`config.mk`:
```
export PLATFORM = sky130hd
export DESIGN_NAME = pbo_cell
export DESIGN_NICKNAME = d
export VERILOG_FILES = /design/src/rtl/core/pbo_pkg.sv /design/src/rtl/core/pbo_ram.sv /design/src/rtl/core/pbo_cell.sv
export SDC_FILE = /design/constraint.sdc
export NUM_CORES = 2
export LEC_CHECK = 0
export CORE_ASPECT_RATIO = 0.6
export CORE_MARGIN = 3
export CORE_UTILIZATION = 45
export CTS_BUF_LIST = sky130_fd_sc_hd__clkbuf_8
export CTS_CLUSTER_DIAMETER = 60
export DETAILED_ROUTE_END_ITERATION = 6
export DONT_BUFFER_PORTS = 1
export PLACE_DENSITY = 0.6
export REMOVE_ABC_BUFFERS = 1
export SYNTH_ARGS = -nofsm -noshare
export SYNTH_HDL_FRONTEND = slang
export SYNTH_SLANG_ARGS = --single-unit
```
`constraint.sdc`:
```
create_clock -name clk -period 8 [get_ports clk]
set_input_delay 0.8 -clock clk [delete_from_list [all_inputs] [get_ports clk]]
set_output_delay 0.8 -clock clk [all_outputs]
set_load 0.02 [all_outputs]
```
`src/rtl/core/pbo_pkg.sv`:
```
package pbo_pkg;

	localparam int ROW_W = 10;
	localparam int SUM_W = 40;
	localparam int VAL_W = 32;

	typedef enum logic [1:0] {
		KIND_COEF = 2'd0,
		KIND_RHS  = 2'd1,
		KIND_OBJ  = 2'd2,
		KIND_EVAL = 2'd3
	} kind_t;

	typedef enum logic [4:0] {
		ST_CLEAR = 5'b00001,
		ST_IDLE  = 5'b00010,
		ST_RUN   = 5'b00100,
		ST_WAIT  = 5'b01000,
		ST_SPARE = 5'b10000
	} state_t;

	typedef struct packed {
		logic                    vld;
		logic                    is_obj;
		logic                    is_eq;
		logic [ROW_W-1:0]        row;
		logic signed [SUM_W-1:0] sum;
	} tok_t;

	typedef struct packed {
		logic             coef_en;
		logic             obj_en;
		logic             all;
		logic [5:0]       col;
		logic [ROW_W-1:0] addr;
		logic [VAL_W-1:0] data;
	} wr_t;

endpackage

```
`src/rtl/core/pbo_ram.sv`:
```
module pbo_ram #(
	parameter int W = 32,
	parameter int D = 64
) (
	input  logic                              clk,
	input  logic                              we,
	input  logic [(D > 1 ? $clog2(D) : 1)-1:0] waddr,
	input  logic [W-1:0]                      wdata,
	input  logic [(D > 1 ? $clog2(D) : 1)-1:0] raddr,
	output logic [W-1:0]                      rdata
);
	logic [W-1:0] mem [D];

	always_ff @(posedge clk) begin
		if (we) begin
			mem[waddr] <= wdata;
		end
		rdata <= mem[raddr];
	end
endmodule

```
`src/rtl/core/pbo_cell.sv`:
```
module pbo_cell
	import pbo_pkg::*;
#(
	parameter int J        = 0,
	parameter int MAX_ROWS = 64
) (
	input  logic clk,
	input  logic arst_n,
	input  wr_t  wr,
	input  logic x,
	input  tok_t tok_in,
	output tok_t tok_out
);
	localparam int AW = MAX_ROWS > 1 ? $clog2(MAX_ROWS) : 1;

	logic                    we;
	logic [VAL_W-1:0]        rdata;
	logic signed [VAL_W-1:0] obj_q;
	logic signed [VAL_W-1:0] term;
	tok_t                    tok_nxt;
	tok_t                    tok_s1;
	tok_t                    tok_s2;

	assign we = wr.coef_en && (wr.all || wr.col == 6'(J));

	pbo_ram #(.W(VAL_W), .D(MAX_ROWS)) u_col (
		.clk   (clk),
		.we    (we),
		.waddr (wr.addr[AW-1:0]),
		.wdata (wr.data),
		.raddr (tok_in.row[AW-1:0]),
		.rdata (rdata)
	);

	always_ff @(posedge clk or negedge arst_n) begin
		if (!arst_n) begin
			obj_q <= '0;
		end else if (wr.obj_en && wr.col == 6'(J)) begin
			obj_q <= wr.data;
		end
	end

	always_comb begin
		term = tok_s1.is_obj ? obj_q : rdata;
		if (!x) begin
			term = '0;
		end
	end

	always_comb begin
		tok_nxt     = tok_s1;
		tok_nxt.sum = tok_s1.sum + {{(SUM_W-VAL_W){term[VAL_W-1]}}, term};
	end

	always_ff @(posedge clk or negedge arst_n) begin
		if (!arst_n) begin
			tok_s1 <= '0;
			tok_s2 <= '0;
		end else begin
			tok_s1 <= tok_in;
			tok_s2 <= tok_nxt;
		end
	end

	assign tok_out = tok_s2;
endmodule

```
# Yosys cells after proc, flatten, opt, wreduce, memory -nomap -nowiden

Memories as Yosys holds them, arrays and structs flattened. A register that Yosys moved wholly into a read port is not among the register bits.
Index checks and enable logic that the tools add are counted.

Add/sub/neg operators: 1
Muxes and demuxes: 4
Reduce and logical (&&, ||, !) cells: 4

Operators with widths:

| operator          | count |
|---|---|
| 2-to-1 mux 32 bit | 2 |
| adder 40 bit      | 1 |
| logical NOT 6 bit | 1 |
| logical AND 1 bit | 2 |
| 2-to-1 mux 1 bit  | 2 |
| logical OR 1 bit  | 1 |

Register bits: 138
RAM bits: 2048
Output and inout bits: 53
Logic and storage cells: 21
Memories kept: 1

Memories:

| name      | depth | width | rd ports | clocked after memory_dff | wr ports | line          | source |
|---|---|---|---|---|---|---|---|
| u_col.mem | 64    | 32    | 1        | 1                        | 1        | pbo_ram.sv:12 | `logic [W-1:0] mem [D];` |

# Depth between registers and ports, before layout

Word-level depth: 5
Mapped depth: 15

# By module

From an unflattened synthesis, not the netlist that was laid out.

Cell total of the unflattened synthesis: 3886
Area, all modules: 85169.2 µm²

Modules (own cells, without submodules):

| module   | instances | cells an instance | area each (µm²) | sequential area each (µm²) |
|---|---|---|---|---|
| pbo_ram  | 1         | 3324              | 78515.3         | 62139.6 |
| pbo_cell | 1         | 562               | 6653.9          | 3453.3 |

# Worst setup path before layout

Ideal clock, no wire load.

Kind: input port to flip-flop
Start point: input wr[45] (netlist bit)
End point: memory u_col.mem[31][0], enable pin
Data arrival time: 3.417 ns
Required time: 7.579 ns
Setup slack: 4.162 ns
Stages: 6
Path buffers: 0
Path through: or4_1 > nor3_1 > o21ai_0 > nor2_1 > nand3_1 > nor2_1

Longest elaborated chain between the ends: 5

RTL lines:

| what                                   | line           | source |
|---|---|---|
| start: declaration                     | pbo_cell.sv:9  | `input wr_t wr,` |
| logical NOT 6 bit                      | pbo_cell.sv:24 | `assign we = wr.coef_en && (wr.all \|\| wr.col == 6'(J));` |
| logical OR 1 bit                       | pbo_cell.sv:24 |  |
| logical AND 1 bit                      | pbo_cell.sv:24 |  |
| 2-to-1 mux 1 bit                       | pbo_ram.sv:15  | `if (we) begin` |
| 2-to-1 mux 1 bit (implied by the code) | pbo_ram.sv:16  | `mem[waddr] <= wdata;` |
| end: declaration                       | pbo_ram.sv:12  |  |

Every way passes these cells.

==> qor.log <==
INFO  clock_network  cts.reportedPaths.clkPinSlew=60ps
INFO  clock_network  htree_num_levels=5
INFO  finish         final_cell_count_no_fill=6611
INFO  clock_network  cts_buffers=317
INFO  clock_network  postCtsSetupRepairBufs=0
INFO  floorplan      io-pin-count=160
INFO  worst_setup_path path_class=register to register
INFO  clock_network  root_buffer=clkbuf_8
INFO  worst_setup_path critPathCaptureType=register
INFO  sta            fin_setup_tns=0ps
INFO  sta            setup_viol=0
INFO  logic_synthesis postSynthRegisterBits=2218
INFO  power          static-leakage-power=30.8nW
INFO  sta            slew_headroom=9.27%
INFO  finish         final_layout_size_suffix_gt1_share=31.2%
INFO  clock_network  clock-sinks=2218
INFO  place          place_congestion=0.808
INFO  worst_setup_path worst-path-max-fanout=18
INFO  finish         leading_cell_types_in_the_layout_fill_and_taps_excluded=edfxtp_1 (2048), mux4_2 (658), clkbuf_8 (347)
INFO  routing        vias_per_cell=6.15
INFO  worst_setup_path worst_ep_required_time=8800ps
INFO  logic_synthesis fraction_of_synthesized_area_in_multiplexers=18.4%
INFO  worst_hold_path hp-class=input port to register
INFO  routing        ant_nets=0
INFO  place          number_of_placed_cells_counting_well_taps=5935
INFO  clock_network  clkLatencyLatePin=940ps
INFO  sta            post-route-min-period=4920ps
INFO  logic_synthesis synth-compound-area-share=1.14%
INFO  place          port-buffer-count=0
INFO  flow_run       maxCapViolations=0
INFO  global_route   grt_util_all_layers=23.4%
INFO  sta            final_slew_viol_count=0
INFO  logic_synthesis syn_area_per_cell=23.9um^2
INFO  sta            hold_violation_count_in_the_final_report=0
INFO  routing        totalWireLength=228000um
INFO  worst_setup_path crit_arrival=5720ps
INFO  clock_network  cts_repair_resize_count=0
INFO  routing        route.vias.total=40600
INFO  sta            worst_clock_skew=43.6ps
INFO  logic_synthesis ys.flop_type=edfxtp_1
INFO  outcome        status=complete, no violations
INFO  logic_synthesis yosysUniqueCellTypes=56
INFO  logic_synthesis synth-xor-area-share=0.392%
INFO  sta            clock.fmax=203MHz
INFO  worst_setup_path worstSetupStartpointType=register
INFO  sta            grt_setup_unrepaired=false
INFO  global_route   grt_antenna_before_repair=12
INFO  floorplan      placementRows=122
INFO  floorplan      floorplan.initialDensity=45.6%
INFO  logic_synthesis syn_inst=3558
INFO  finish         most_frequent_standard_cell_in_the_layout_excluding_fill_and_tap_cells=edfxtp_1
INFO  floorplan      fp.dieArea=194000um^2
INFO  logic_synthesis post_synth_fa_ha_maj_area_fraction=0.599%
INFO  global_route   global_route.peak_usage_layer=met1
INFO  routing        dr.pass1.iters=5
INFO  clock_network  cts-root-to-sink-buffers=4
INFO  clock_network  cts_tree=done
INFO  power          power_per_cell_area=237nW/um^2
INFO  global_route   globalRouteMet2Util=32.3%
INFO  sta            tcrit_tclk_final=61.5%
INFO  global_route   grt_overflow_total=0
INFO  floorplan      core_box_area=186000um^2
INFO  global_route   grt_max_degree=490
INFO  routing        detail_route.iter0.violations=5778
INFO  logic_synthesis synth.yosys.seq_area_share=77.3%
INFO  power          peak_vdd_ir=0.142mV
INFO  logic_synthesis syn_area=84900um^2
INFO  worst_setup_path rrSetupSlack=3080ps
INFO  logic_synthesis largest_family_of_logic_cells_by_synthesized_area=multiplexers
INFO  routing        drcViolationCount=0
INFO  global_route   fraction_of_met1_tracks_used_by_global_routing=37.8%
INFO  global_route   grt_first_pass_wirelength=317000um
INFO  routing        drt-wirelength-per-cell=34.4um
INFO  floorplan      die-height=342um
INFO  finish         layout.nets=4025
INFO  logic_synthesis post_synth_and_or_nand_nor_area_fraction=1.16%
INFO  finish         flow.area_growth_from_synthesis=13.0%
INFO  logic_synthesis synthArstFlopShare=6.22%
INFO  floorplan      die_width=567um
INFO  logic_synthesis yosysWarnings=0
INFO  sta            worst_tran_pin_value=1360ps
INFO  logic_synthesis count_of_flip_flops_with_a_built_in_enable_after_synthesis=2048
INFO  global_route   met3_layer_usage_reported_by_global_route=5.20%
INFO  global_route   first_global_vias=39800
INFO  place          detailedPlacementHpwl=119000um
==> cells in the mapped netlist (2+ instances only) <==
| cell | instances | share of area [%] |
|---|---|---|
| nor2b_1 | 51 | 0.38 |
| o21ai_0 | 13 | 0.077 |
| o31ai_1 | 2 | 0.018 |
| ha_1 | 39 | 0.57 |
| a21oi_1 | 47 | 0.28 |
| dfxtp_1 | 32 | 0.75 |
| o21a_1 | 3 | 0.027 |
| nor2_1 | 84 | 0.37 |
| o41ai_1 | 2 | 0.021 |
| o221a_2 | 2 | 0.027 |
| nand3_1 | 9 | 0.053 |
| nor3_1 | 4 | 0.024 |
| a211oi_1 | 18 | 0.16 |
| a21o_1 | 19 | 0.17 |
| o21bai_1 | 8 | 0.071 |
| clkbuf_1 | 82 | 0.36 |
| nor4_1 | 2 | 0.015 |
| nand4_1 | 9 | 0.066 |
| edfxtp_1 | 2048 | 72 |
| mux2_2 | 32 | 0.42 |
| xnor2_1 | 23 | 0.24 |
| dfrtp_1 | 138 | 4.1 |
| nand2_1 | 29 | 0.13 |
| nand3b_1 | 3 | 0.027 |
| a211o_1 | 3 | 0.031 |
| xor2_1 | 15 | 0.15 |
| and2_1 | 2 | 0.015 |
| mux2i_1 | 46 | 0.54 |
| buf_4 | 19 | 0.17 |
| mux4_2 | 658 | 17 |
| o21ai_2 | 5 | 0.052 |
| a221oi_2 | 2 | 0.035 |
| buf_2 | 46 | 0.27 |
| buf_1 | 26 | 0.11 |
| a31oi_1 | 4 | 0.029 |
| or3_1 | 3 | 0.022 |
| inv_1 | 9 | 0.040 |
| buf_6 | 3 | 0.040 |
==> logic make-up after synthesis <==
| logic type | count (synthesis) |
|---|---|
| xor+xnor | 38 |
| fa+ha+maj | 40 |
| compound gates | 138 |
| buf+inv | 185 |
| simple gates | 203 |
| flops | 2218 |
| mux | 736 |
==> critical path: stages (launching register included) <==
cell	delay, ps
dfrtp_2	900
buf_4	500
mux2i_1	580
nor2b_1	130
ha_1	400
a21oi_1	210
and2_2	200
a31oi_4	130
a311oi_4	450
o21ai_2	160
a311oi_2	480
o21ai_2	210
a21oi_2	210
xor2_1	210
==> area by class of cell <==
class	count	area, um^2
diodes	12	30.0
clock buffers	347	4780
clock inverters	213	1100
fillers	14400	90100
inverters	9	33.8
multi-input cells	1155	18900
flip-flops and latches	2218	65600
well taps	2480	3100
repair buffers	177	2310
==> repair_timing <==
| action | in CTS | in global routing |
|---|---|---|
| endpoints found under the hold margin | 2223 | 0 |
| setup endpoints to repair | 0 | 0 |
| hold buffers | 99 | 0 |
==> metrics by stage <==
stage	power [mW]	instance area (um^2)	worst slack, ps	hold WS (ps)	utilization (%)
finish	22.7	95900	3080	145	51.6
global route	23.5	95800	2890	38.7	51.5
CTS	22.8	95700	3070	0.505	51.5
detailed placement	14.1	88300	2920	335	47.5
global placement	14.1	88300	2920	332	47.5
floorplan	13.8	84100	4140	331	-
==> per-layer routing <==
metal	share of wire (%)	up-vias
li1	-	15900
met2	43	2173
met1	45	22300
met3	9.8	306
met5	0	-
met4	2.3	0
==> where the power goes <==
part	leakage, nW	internal (mW)	total [mW]	switching (mW)
Sequential	20.3	12.8	12.9	0.136
Clock	3.39	4.20	8.50	4.30
Combinational	7.05	0.570	1.29	0.716
==> final timing paths <==
| kind | endpoint | cells past startpoint | start |
|---|---|---|---|
| worst max-delay path | tok_out[39] | 13 | tok_nxt[51] |
| worst min-delay path | u_col.rdata[30] | 1 | tok_in[45] |
| worst max register to register | tok_out[39] | 13 | tok_nxt[51] |
| worst min register to register | tok_out[40] | 0 | tok_nxt[40] |
| max in group asynchronous | obj_q[10] | 2 | arst_n |
| min in group asynchronous | tok_s1[30] | 2 | arst_n |
==> state kept, by name (all words and copies together), names as in the netlist <==
name and count:
obj_q 32, tok_nxt 13, tok_out 53, tok_s1 40, u_col.mem 2048, u_col.rdata 32
Power figures use the tool's default switching activity.
